==> src/rtl/lgbp_pkg.sv <==
// ----------------------------------------------------------------------------
// Label grid border pixels: shared package
// Types and constants used by the border pixel detector and its submodules.
// ----------------------------------------------------------------------------
package lgbp_pkg;

	// Field widths of the item payloads.
	localparam int LABEL_W = 32;
	localparam int X_W     = 12;
	localparam int Y_W     = 13;

	// Width used for the effective frame size and for compares against it.
	localparam int EFF_W = 17;

	// Configuration port.
	localparam int CFG_AW = 3;
	localparam int CFG_DW = 32;
	localparam logic REG_FRAME_COLUMNS = 1'b0;
	localparam logic REG_FRAME_ROWS    = 1'b1;
	localparam logic [X_W-1:0] FRAME_COLUMNS_RESET = 12'd2048;
	localparam logic [Y_W-1:0] FRAME_ROWS_RESET    = 13'd4096;

	// Result queue geometry.
	localparam int RQ_DEPTH = 4;
	localparam int RQ_AW    = 2;
	localparam int RQ_CW    = 3;

	// One column entry of the line stores: the row above and the row above that.
	typedef struct packed {
		logic [LABEL_W-1:0] older;
		logic [LABEL_W-1:0] prev;
	} row_pair_t;

	// One border pixel result.
	typedef struct packed {
		logic [LABEL_W-1:0] label;
		logic [X_W-1:0]     x;
		logic [Y_W-1:0]     y;
		logic               last;
	} border_t;

endpackage

==> src/rtl/lgbp_result_queue.sv <==
// ----------------------------------------------------------------------------
// Label grid border pixels: result queue
// Takes up to three results of one item in a cycle, packs them in order and
// hands them out one per cycle on the output stream while out_ready is high.
// ----------------------------------------------------------------------------
module lgbp_result_queue (
	input  logic                          clk,
	input  logic                          arst_n,
	input  logic                          push,
	input  logic [2:0]                    emit,
	input  lgbp_pkg::border_t [2:0]       cand,
	output logic                          room,
	output logic                          out_valid,
	input  logic                          out_ready,
	output lgbp_pkg::border_t             out_item
);
	import lgbp_pkg::*;

	border_t           slots_q [RQ_DEPTH];
	logic [RQ_AW-1:0]  wptr_q;
	logic [RQ_AW-1:0]  rptr_q;
	logic [RQ_CW-1:0]  count_q;
	logic [1:0]        n_push;
	logic [RQ_AW-1:0]  pos [3];
	logic              pop;

	// Number of results and the slot offset of each one.
	assign n_push = 2'(emit[0]) + 2'(emit[1]) + 2'(emit[2]);
	assign pos[0] = '0;
	assign pos[1] = RQ_AW'(emit[0]);
	assign pos[2] = RQ_AW'(emit[0]) + RQ_AW'(emit[1]);

	assign room      = (count_q + RQ_CW'(n_push)) <= RQ_CW'(RQ_DEPTH);
	assign out_valid = count_q != '0;
	assign out_item  = slots_q[rptr_q];
	assign pop       = out_valid && out_ready;

	// Result storage.
	always_ff @(posedge clk) begin
		for (int k = 0; k < 3; k++) begin
			if (push && emit[k]) begin
				slots_q[RQ_AW'(wptr_q + pos[k])] <= cand[k];
			end
		end
	end

	// Pointers and fill level.
	always_ff @(posedge clk or negedge arst_n) begin
		if (!arst_n) begin
			wptr_q  <= '0;
			rptr_q  <= '0;
			count_q <= '0;
		end else begin
			if (push) begin
				wptr_q <= wptr_q + RQ_AW'(n_push);
			end
			if (pop) begin
				rptr_q <= rptr_q + RQ_AW'(1);
			end
			count_q <= count_q + (push ? RQ_CW'(n_push) : RQ_CW'(0)) - RQ_CW'(pop);
		end
	end

endmodule

==> config.mk <==
export PLATFORM = sky130hd
export DESIGN_NAME = lgbp_result_queue
export DESIGN_NICKNAME = d
export VERILOG_FILES = /design/src/rtl/lgbp_pkg.sv /design/src/rtl/lgbp_result_queue.sv
export SDC_FILE = /design/constraint.sdc
export NUM_CORES = 1
export LEC_CHECK = 0
export ABC_AREA = 1
export BUFFER_PORTS_ARGS = -buffer_cell sky130_fd_sc_hd__buf_2
export CAP_MARGIN = 20
export CORE_MARGIN = 5
export CORE_UTILIZATION = 64
export CTS_BUF_LIST = sky130_fd_sc_hd__clkbuf_2 sky130_fd_sc_hd__clkbuf_4 sky130_fd_sc_hd__clkbuf_8
export CTS_CLUSTER_SIZE = 10
export DETAILED_ROUTE_END_ITERATION = 7
export PLACE_DENSITY = 0.87
export SYNTH_ARGS = -nofsm -noshare
export SYNTH_HDL_FRONTEND = slang
export SYNTH_SLANG_ARGS = --single-unit
==> constraint.sdc <==
create_clock -name clk -period 5.7 [get_ports clk]
set_input_delay 0.855 -clock clk [delete_from_list [all_inputs] [get_ports clk]]
set_output_delay 0.855 -clock clk [all_outputs]
set_load 0.03 [all_outputs]
==> flow_summary_export.csv <==
group,metric,value,unit
setup_path,timing.rr.start,"wptr_q[0]",
floorplanning,std_cell_rows,57,
setup_path,cp.arrival,3.33,ns
synth,synthArstFlopShare,2.93,%
global_routing,grt_usage,37.4,%
power,netSwitchingFraction,49.8,%
synth,seq_area_frac_synth,45.1,%
power,p_int,4.48,mW
synth,synth.top_cell.area_share,44.0,%
cells_and_area,nets,2501,
synth,synth_enable_flop_cells,232,
power,pwr-share-seq,30.9,%
synth,netlist_area,15800,µm²
sta,rsz0062_at_grt,"false",
drt,drt.antenna.violating_nets,0,
synth,ys_seq_elements,239,
synth,synth.most_common_cell,"nand2_1",
floorplanning,die_h,167,µm
cells_and_area,drive_gt1_share,15.2,%
cells_and_area,regArea,7150,µm²
clock_tree,ctsResizeCount,0,
sta,finalMaxSlewViolations,0,
clock_tree,cts_made_buffers,42,
sta,max_freq,0.239,GHz
clock_tree,clock-sinks,239,
sta,fin_crit_sh,73.4,%
clock_tree,tritoncts,"built",
clock_tree,cts_max_level,2,
place,placed_cell_area,16900,µm²
drt,drc,0,
synth,synthFlopType,"edfxtp_1",
synth,netlist_instances,2197,
power,switchingPower,4.44,mW
setup_path,crit_path_end_kind,"primary output",
sta,finalHoldViolations,0,
drt,drtIter0Drc,3070,
clock_tree,clock_path_buffers,3,
clock_tree,cts_hold_buf,0,
outcome,outcome,"finished clean",
place,port_buffers,240,
floorplanning,core,24300,µm²
sta,final.setup.tns,0,ns
clock_tree,clk_pin_slew,0.06,ns
drt,dr.pass1.iters,6,
sta,hold_ws,0.130,ns
power,pwr-share-clk,17.3,%
sta,skew,0.0107,ns
sta,relSlewSlack,24.1,%
power,power_frac_comb,51.8,%
synth,synth_common_cells,"nand2_1 (951), nand3_1 (359), edfxtp_1 (232)",
synth,yosys.area.top_type,"edfxtp_1",
clock_tree,root_buffer,"clkbuf_8",
power,p_per_area,503,nW/µm²
setup_path,path_max_fanout,54,
setup_path,worstPathRequired,4.85,ns
sta,setup_viol,0,
synth,synth.area.top_cells,"edfxtp_1 (44%), nand2_1 (23%), nand3_1 (11%), nand4_1 (4.6%), o21ai_0 (3.7%)",
cells_and_area,stdcell_area,17700,µm²
floorplanning,die-area,28000,µm²
drt,drt-total-wl,55.3,mm
power,vdd_drop_max,0.476,mV
flow_run,maxCapViolations,0,
synth,avgSynthCellArea,7.21,µm²
global_routing,grt_max_degree,91,
floorplanning,start_util,65.1,%
sta,tightest_slew,1.14,ns
power,p_leak,8.36,nW
drt,dr_total_vias,17385,
drt,wl_per_cell,20.7,µm
synth,yosys_warnings,0,
drt,vias_per_cell,6.51,
global_routing,grt_pass1_wl,85.6,mm
synth,syn-num-nets,2389,
place,gp_congestion,0.858,
setup_path,cp-start-kind,"flip-flop",
cells_and_area,area_growth,12.0,%
global_routing,grt_overflow,0,
clock_tree,clk_latency,0.54,ns
cells_and_area,fillers,1893,
sta,min_period,4.18,ns
setup_path,crit_type,"reg2out",
floorplanning,die_w,167,µm
synth,synth_cell_type_count,25,
worst_hold_path,hp-class,"in2async",
global_routing,grt_antenna_before_repair,9,
setup_path,reg2reg_depth,6,
place,dp_hpwl,29.1,mm
cells_and_area,multiInputGateArea,7920,µm²
setup_path,crit_start,"rptr_q[0]",
clock_tree,post-cts-setup-buffers,0,
floorplanning,boundaryPins,241,
global_routing,grt_pass1_vias,16967,
==> per-stage QoR <==
stage / total power, mW / setup slack [ns] / util [%] / instances
after global placement: 7.12 / 1.78 / 69.4 / 2587
final: 8.92 / 1.52 / 72.9 / 2669
after CTS: 8.76 / 1.56 / 72.7 / 2662
after global routing: 9.31 / 1.35 / 72.9 / 2668
after detailed placement: 7.25 / 1.72 / 69.4 / 2587
after floorplan: 5.86 / 1.45 / - / 2197
==> kinds of logic after synthesis <==
logic type	after synthesis	share of synthesized area, %
xor+xnor	4	0.221
simple gates	1555	41.9
buf+inv	209	5.63
compound gates	179	6.16
flops	239	45.1
fa+ha+maj	11	1.01
==> final timing paths <==
check,slack (ns),to
setup / recovery,1.52,out_item[11]
hold / removal,0.13,rptr_q[0]
setup reg to reg,2.39,slots_q[1][15]
hold reg to reg,0.52,count_q[2]
max in group asynchronous,5.40,rptr_q[0]
min in group clk,0.52,count_q[2]
==> final cells by class <==
cell class | count | area share (%)
clock inverters | 14 | 0.324
multi-input cells | 1749 | 44.7
flip-flops and latches | 239 | 40.3
well taps | 324 | 2.29
repair buffers | 263 | 7.89
diodes | 5 | 0.0705
clock buffers | 61 | 4.17
inverters | 14 | 0.303
==> worst max-delay path, cell delays in order, from the launching register on <==
cell      delay [ns]
dfrtp_4         0.63
clkinv_2        0.63
buf_4           0.62
buf_4           0.31
o21ai_0         0.09
o22ai_1         0.22
buf_2           0.25
==> power groups by stage <==
stage / registers [mW] / logic, mW / clock network, mW
floorplan: 2.74 / 3.13 / 0
global placement: 2.77 / 4.35 / 0
detailed placement: 2.79 / 4.46 / 0
CTS: 2.76 / 4.47 / 1.53
global route: 2.79 / 4.90 / 1.62
finish: 2.76 / 4.61 / 1.54
==> layout by cell type, fill, tap and decap left out, drive strengths merged <==
cell / n
nand3: 361
clkbuf: 61
ha: 8
clkinv: 15
diode: 5
nor2: 121
nand4: 116
xnor2: 1
o211ai: 1
or2: 1
o22ai: 58
fa: 3
a21boi: 2
nand2: 956
dfrtp: 7
o21ai: 118
xor2: 3
inv: 13
edfxtp: 232
buf: 263
==> registers in the layout (all words and copies together) (netlist names) <==
name,count
slots_q,232
count_q,3
rptr_q,2
wptr_q,2
==> routing by layer <==
metal	global-route usage, %	share of wire (%)	vias to the layer above
met3	8.02	16	260
met4	20.0	4.3	10
met5	0	0.12	-
li1	-	-	7725
met1	46.8	33	7774
met2	61.3	46	1616
(Power assumes the default switching activity.)
