**src/rtl/lgbp_pkg.sv**
```systemverilog
// ----------------------------------------------------------------------------
// Label grid border pixels: shared package
// Types and constants used by the border pixel detector and its submodules.
// ----------------------------------------------------------------------------
package lgbp_pkg;

	// Field widths of the item payloads.
	localparam int LABEL_W = 32;
	localparam int X_W     = 12;
	localparam int Y_W     = 13;

	// Width used for the effective frame size and for compares against it.
	localparam int EFF_W = 17;

	// Configuration port.
	localparam int CFG_AW = 3;
	localparam int CFG_DW = 32;
	localparam logic REG_FRAME_COLUMNS = 1'b0;
	localparam logic REG_FRAME_ROWS    = 1'b1;
	localparam logic [X_W-1:0] FRAME_COLUMNS_RESET = 12'd2048;
	localparam logic [Y_W-1:0] FRAME_ROWS_RESET    = 13'd4096;

	// Result queue geometry.
	localparam int RQ_DEPTH = 4;
	localparam int RQ_AW    = 2;
	localparam int RQ_CW    = 3;

	// One column entry of the line stores: the row above and the row above that.
	typedef struct packed {
		logic [LABEL_W-1:0] older;
		logic [LABEL_W-1:0] prev;
	} row_pair_t;

	// One border pixel result.
	typedef struct packed {
		logic [LABEL_W-1:0] label;
		logic [X_W-1:0]     x;
		logic [Y_W-1:0]     y;
		logic               last;
	} border_t;

endpackage

```
**src/rtl/lgbp_cfg_regs.sv**
```systemverilog
// ----------------------------------------------------------------------------
// Label grid border pixels: configuration registers
// APB-style register file holding the frame size, plus the effective size
// after clamping to the range the line stores support.
// ----------------------------------------------------------------------------
module lgbp_cfg_regs #(
	parameter int MAX_COLUMNS = 2048,
	parameter int MAX_ROWS    = 4096
) (
	input  logic                        clk,
	input  logic                        arst_n,
	input  logic                        psel,
	input  logic                        penable,
	input  logic                        pwrite,
	input  logic [lgbp_pkg::CFG_AW-1:0] paddr,
	input  logic [lgbp_pkg::CFG_DW-1:0] pwdata,
	output logic [lgbp_pkg::CFG_DW-1:0] prdata,
	output logic                        pready,
	output logic [lgbp_pkg::EFF_W-1:0]  eff_cols,
	output logic [lgbp_pkg::EFF_W-1:0]  eff_rows
);
	import lgbp_pkg::*;

	logic [X_W-1:0] frame_columns_q;
	logic [Y_W-1:0] frame_rows_q;
	logic           wr_en;
	logic           reg_sel;

	assign pready  = 1'b1;
	assign wr_en   = psel && penable && pwrite && pready;
	assign reg_sel = paddr[2];

	// Register writes.
	always_ff @(posedge clk or negedge arst_n) begin
		if (!arst_n) begin
			frame_columns_q <= FRAME_COLUMNS_RESET;
			frame_rows_q    <= FRAME_ROWS_RESET;
		end else if (wr_en) begin
			case (reg_sel)
				REG_FRAME_COLUMNS: frame_columns_q <= pwdata[X_W-1:0];
				REG_FRAME_ROWS:    frame_rows_q    <= pwdata[Y_W-1:0];
				default: ;
			endcase
		end
	end

	// Register reads.
	always_comb begin
		case (reg_sel)
			REG_FRAME_COLUMNS: prdata = CFG_DW'(frame_columns_q);
			REG_FRAME_ROWS:    prdata = CFG_DW'(frame_rows_q);
			default:           prdata = '0;
		endcase
	end

	// A zero size acts as one, a size above the store limit acts as the limit.
	always_comb begin
		if (frame_columns_q == '0) begin
			eff_cols = EFF_W'(1);
		end else if (EFF_W'(frame_columns_q) > EFF_W'(MAX_COLUMNS)) begin
			eff_cols = EFF_W'(MAX_COLUMNS);
		end else begin
			eff_cols = EFF_W'(frame_columns_q);
		end
		if (frame_rows_q == '0) begin
			eff_rows = EFF_W'(1);
		end else if (EFF_W'(frame_rows_q) > EFF_W'(MAX_ROWS)) begin
			eff_rows = EFF_W'(MAX_ROWS);
		end else begin
			eff_rows = EFF_W'(frame_rows_q);
		end
	end

endmodule

```
**config.mk**
```make
export PLATFORM = sky130hd
export DESIGN_NAME = lgbp_cfg_regs
export DESIGN_NICKNAME = d
export VERILOG_FILES = /design/src/rtl/lgbp_pkg.sv /design/src/rtl/lgbp_cfg_regs.sv
export SDC_FILE = /design/constraint.sdc
export NUM_CORES = 1
export LEC_CHECK = 0
export BUFFER_PORTS_ARGS = -buffer_cell sky130_fd_sc_hd__buf_2
export CAP_MARGIN = 20
export CELL_PAD_IN_SITES_DETAIL_PLACEMENT = 0
export CELL_PAD_IN_SITES_GLOBAL_PLACEMENT = 2
export CORE_ASPECT_RATIO = 0.6
export CORE_MARGIN = 5
export CORE_UTILIZATION = 25
export DETAILED_ROUTE_END_ITERATION = 8
export GPL_TIMING_DRIVEN = 0
export PLACE_DENSITY_LB_ADDON = 0.12
export RECOVER_POWER = 25
export SLEW_MARGIN = 40
export SYNTH_ARGS = -nofsm -noshare
export SYNTH_HDL_FRONTEND = slang
export SYNTH_SLANG_ARGS = --single-unit
```
**constraint.sdc**
```tcl
create_clock -name clk -period 2 [get_ports clk]
set_clock_uncertainty 0.15 [all_clocks]
set_input_delay 0.2 -clock clk [delete_from_list [all_inputs] [get_ports clk]]
set_output_delay 0.2 -clock clk [all_outputs]
set_load 0.05 [all_outputs]
```
==> out/qor.csv, run 1 <==
metric;value;unit
post-route-period-util;0.949;
grt_first_pass_wirelength;6910;um
yosys.cell_types.count;20;
tightest_slew;753;ps
cts.sink_count;25;
synth_ff_type;dfrtp_1;
vias;1168;
worst_path_max_delay_cell;dfstp_2;
power.total;2.41;mW
dieArea;8160;um2
cts_buffer_depth;2;
area_growth;32.0;%
via_per_inst;3.80;
clk_pin_slew;80;ps
cts_buffers;3;
dp_hpwl;3580;um
ys_warn_count;0;
htreeDepth;1;
ir_drop;0.453;mV
cts_root_buf;clkbuf_8;
fp.dieH;72.0;um
synthTopCellsByArea;dfrtp_1, mux2_2, buf_4;
grt_overflow;0;
clkLatencyLatePin;260;ps
port_buffers;55;
drcViolationCount;0;
dp.cells;303;
row_count;22;
finalCriticalPeriod;1900;ps
power_density;1140;nW/um2
outcome;complete, no violations;
final_cells;307;
crit_path_max_fanout;10;
synth_edf_count;0;
synth_area;1600;um2
io_pins;107;
maxSlewViolCount;0;
p_leak;1.10;nW
initial_core_util;0.260;
synth_area_leader_cell;dfrtp_1;
place_congestion;0.735;
synth.ff_latch_count;25;
layout-drive-gt1-share;0.552;
critPathCaptureType;primary output;
wl;4520;um
nets;264;
critPathKind;reg2out;
crit_arrival;1550;ps
worstSetupStartpointType;register;
drt-initial-drc-count;25;
drt_pass1_iterations;4;
avgRoutedWirePerCell;14.7;um
diodes;0;
synth_simple_gate_area_frac;0.137;
yosys.area_share.adder;0;
async_flop_share;1.00;
ys_top_cells_by_count;buf_4, mux2_2, dfrtp_1, nor2b_1, mux2_4;
synth_compound_area_frac;0.0156;
hold_class;in2reg;
ys_seq_area_frac;0.392;
synth_top_family_by_area;multiplexers;
max_stage_delay;620;ps
antenna_found_initial;0;
synth_xor_area_frac;0;
cap_violations;0;
slew_headroom;0.498;
syn_avg_cell_area;11.7;um2
netlist_instances;137;
die_w;113;um
grt_max_degree;26;
worstPathRequired;1650;ps
synthMuxAreaShare;0.277;
worstPathCellList;clkbuf_2 -> and2_1 -> buf_2;
fillers;671;
grt_pass1_vias;1261;
final_hold_viol_count;0;
yosysTopAreaCellShare;0.359;
cts_tree;yes;
grt_util_all_layers;0.111;
drtAntennaViolNets;0;
max_freq;527;MHz
setup_viol;0;
yosysMostFrequentCell;buf_4;
core_area;6170;um2
state kept, by name, indices dropped and copies added, names as in the netlist:
register / flops
frame_rows_q: 13
frame_columns_q: 12
critical path: cells and delay by family, from the launching register on:
family,cells,cell delay (ps)
flip-flops,1,620
buffers and inverters,2,510
AND/OR/NAND/NOR,1,150
final timing paths:
kind	startpoint	to	slack (ps)	cells after the start
worst min register to register	frame_columns_q[0]	frame_columns_q[0]	370	1
worst max-delay path	frame_rows_q[12]	prdata[12]	100	3
min in group asynchronous	arst_n	frame_columns_q[1]	330	2
worst max register to register	frame_rows_q[12]	frame_rows_q[12]	740	2
max in group asynchronous	arst_n	frame_columns_q[9]	970	2
worst min-delay path	pwdata[6]	frame_columns_q[6]	20	2
logic make-up (layout without fill, tap and decap cells):
group	count (synthesis)	count (layout)
simple gates	32	32
buf+inv	39	98
other cells	2	29
compound gates	3	3
flops	25	25
mux	36	36
cell usage in the layout, fill, tap and decap left out, types with 2 or more instances in the layout:
master,synthesis,layout
conb_1,2,29
buf_2,1,54
nor2b_1,22,22
mux2_1,0,8
clkbuf_8,0,3
dfrtp_1,23,23
dfstp_2,2,2
nor4_1,5,2
buf_4,29,29
inv_1,2,2
nor4_2,0,2
mux2_4,10,2
clkbuf_1,4,6
mux2_2,26,26
layer usage:
| layer | routed length (um) | vias to the layer above | track usage |
|---|---|---|---|
| met3 | 380 | 2 | 0.0442 |
| met1 | 2290 | 532 | 0.163 |
| met5 | 0 | - | 0 |
| li1 | - | 579 | - |
| met4 | 8 | 0 | 0.0120 |
| met2 | 1840 | 55 | 0.157 |
repair_timing:
action                                 4_1_cts  5_1_grt
endpoints found under the hold margin       23        0
setup buffers                                0        0
resized for setup                            2        4
setup endpoints to repair                   11        2
hold buffers                                 1        0
pin swaps                                    0        0
through the flow:
stage / TNS (ps) / area [um2] / hold WS (ps) / setup WS, ps / util
global route: -2.02 / 2110 / 10.4 / -2.02 / 0.343
global placement: 0 / 2080 / 77.1 / 230 / 0.338
finish: 0 / 2110 / 15.6 / 102 / 0.343
floorplan: 0 / 1700 / -246 / 349 / -
detailed placement: 0 / 2080 / 95.9 / 233 / 0.338
CTS: 0 / 2140 / 17.1 / 33.4 / 0.347
power breakdown:
group	switching [mW]	leakage, nW	internal [mW]
Combinational	0.961	0.781	0.376
Sequential	0.152	0.297	0.625
Clock	0.156	0.0228	0.142
final cells by class:
type                       instances  area (um2)  area share
buffer                            36         254       0.120
tap                               84         105      0.0497
multi-input combinational        100         787       0.372
sequential                        25         628       0.297
timing repair buffer              56         287       0.136
clock buffer                       4        45.0      0.0213
inverter                           2        7.51     0.00355
(Power assumes the default switching activity.)
==> inputs of run 2 (changes only) <==
--- a/config.mk
+++ b/config.mk
@@ -10,12 +10,13 @@
 export CELL_PAD_IN_SITES_DETAIL_PLACEMENT = 0
 export CELL_PAD_IN_SITES_GLOBAL_PLACEMENT = 2
 export CORE_ASPECT_RATIO = 0.6
-export CORE_MARGIN = 5
+export CORE_MARGIN = 10
 export CORE_UTILIZATION = 25
 export DETAILED_ROUTE_END_ITERATION = 8
 export GPL_TIMING_DRIVEN = 0
 export PLACE_DENSITY_LB_ADDON = 0.12
 export RECOVER_POWER = 25
+export SKIP_CTS_REPAIR_TIMING = 1
 export SLEW_MARGIN = 40
 export SYNTH_ARGS = -nofsm -noshare
 export SYNTH_HDL_FRONTEND = slang
==> run 2 against run 1 <==
Non-clock buffer count stayed put; cell area shrank 0.65%; sequential power is 0.5% lower; clock power fell by 1%; utilization decreased by 0.22 points; cell count unchanged; clock-buffer cell count did not move; flip-flop and latch count stayed put; critical path depth unchanged; global-route usage decreased by 1.4 points; fmax fell by 1.9%.
==> out/qor.csv, run 2 (synthesis gave the netlist of run 1 again) <==
metric;value;unit;change
dieArea;10100;um2;+24%
finalCriticalPeriod;1940;ps;+37.7 ps
grt_max_degree;26;;unchanged
drt-initial-drc-count;37;;+48%
die_w;123;um;+8.8%
finalInstanceArea;2100;um2;-0.65%
multi_input_area;772;um2;-1.9%
diodes;0;;unchanged
htreeDepth;1;;unchanged
max_freq;517;MHz;-1.9%
power.total;2.41;mW;about the same
via_per_inst;3.86;;+1.5%
reg.largest.list;frame_rows_q x13, frame_columns_q x12;;
wl;4990;um;+11%
dp_hpwl;4020;um;+12%
row_count;22;;unchanged
place_congestion;0.741;;+0.76%
fp.dieH;82.0;um;+14%
crit_path_max_fanout;4;;-6
initial_core_util;0.260;;unchanged
vias;1185;;+1.5%
worst_path_max_delay_cell;dfrtp_1;;
crit_arrival;1590;ps;+40 ps
final_hold_viol_count;0;;unchanged
crit_family;flip-flops;;
worstPathCellList;nor4_2 -> a32o_1 -> buf_2;;
nets;264;;unchanged
p_leak;1.10;nW;-0.13%
path_buf_inv;1;;-1
io_pins;107;;unchanged
drt_pass1_iterations;4;;unchanged
critPathCaptureType;primary output;;
slew_headroom;0.480;;-0.0177
drtAntennaViolNets;0;;unchanged
layout-drive-gt1-share;0.547;;-0.00448
maxSlewViolCount;0;;unchanged
ir_drop;0.409;mV;-9.8%
cts_tree;yes;;
rr_endpoint;frame_rows_q[12];;
cts_root_buf;clkbuf_8;;
grt_pass1_vias;1306;;+3.6%
holdWs;14.5;ps;-1.11 ps
post-route-period-util;0.968;;+0.0188
port_buffers;55;;unchanged
power_density;1150;nW/um2;+0.63%
setup_viol;0;;unchanged
antenna_found_initial;0;;unchanged
cap_violations;0;;unchanged
hold_class;in2reg;;
post-route-util;0.341;;-0.00223
timing.rr.start;frame_rows_q[12];;
rrSetupSlack;730;ps;about the same
reg2regPathDepth;2;;unchanged
worstPathRequired;1650;ps;about the same
clk_pin_slew;80;ps;about the same
max_stage_delay;430;ps;-190 ps
largest_reg_flops;13;;unchanged
core_area;6170;um2;unchanged
whs_path_depth;2;;unchanged
regArea;632;um2;+0.60%
grt_overflow;0;;unchanged
grt_first_pass_wirelength;7470;um;+8.1%
rsz0062_at_grt;false;;
final_common_cell;buf_2;;
avgRoutedWirePerCell;16.3;um;+11%
cts.sink_count;25;;unchanged
final_cell_mix;buf_2, buf_4, conb_1;;
setup-tns-final;0;ps;unchanged
regMostFlops;frame_rows_q;;
fillers;662;;-1.3%
cts_buffers;3;;unchanged
grt_util_all_layers;0.0974;;-0.0136
cts_buffer_depth;2;;unchanged
area_growth;31.1;%;
clkLatencyLatePin;260;ps;about the same
drcViolationCount;0;;unchanged
hp-start;pwdata[9];;
worstSetupStartpointType;register;;
critPathKind;reg2out;;
placed_area;2080;um2;unchanged
min_to;frame_columns_q[9];;
outcome;complete, no violations;;
tightest_slew;780;ps;+26.6 ps
## run 2: changes by cell type in the layout (fill, tap and decap cells not counted)
cell / delta
dfstp_4: +1
dfstp_2: -1
nor4_1: +1
nor4_4: -1
clkbuf_4: -1
buf_2: +1
## run 2: worst max path at each step
stage	from	to	slack, ps	cells past startpoint
after floorplan	frame_columns_q[11]	prdata[11]	350	2
after global placement	frame_rows_q[12]	prdata[12]	230	3
after detailed placement	frame_columns_q[11]	eff_cols[10]	240	3
after CTS	frame_columns_q[11]	eff_cols[10]	-70	3
after global routing	frame_rows_q[8]	eff_rows[0]	10	3
final	frame_rows_q[4]	eff_rows[0]	60	3
## run 2: area by class of cell
class / instances / area share
plain buffers: 36 / 0.121
clock buffers: 4 / 0.0215
inverters: 2 / 0.00358
multi-input cells: 100 / 0.368
flip-flops and latches: 25 / 0.301
well taps: 84 / 0.0501
repair buffers: 56 / 0.135
## run 2: per-stage QoR
step,setup WS (ps),cells
floorplan,349,164
global placement,233,303
detailed placement,237,303
CTS,-72.6,307
global route,14.5,307
finish,64.8,307
## run 2: metal layers
| layer | global-route usage | wire (um) | vias to the layer above |
|---|---|---|---|
| li1 | - | - | 576 |
| met1 | 0.131 | 2360 | 558 |
| met2 | 0.139 | 2060 | 49 |
| met3 | 0.0514 | 563 | 2 |
| met4 | 0.0104 | 9 | 0 |
| met5 | 0 | 0 | - |
## run 2: report_power, final
group / total, mW / switching [mW] / internal, mW / leakage, nW
Combinational: 1.34 / 0.974 / 0.370 / 0.779
Clock: 0.294 / 0.152 / 0.142 / 0.0228
Sequential: 0.773 / 0.146 / 0.628 / 0.298
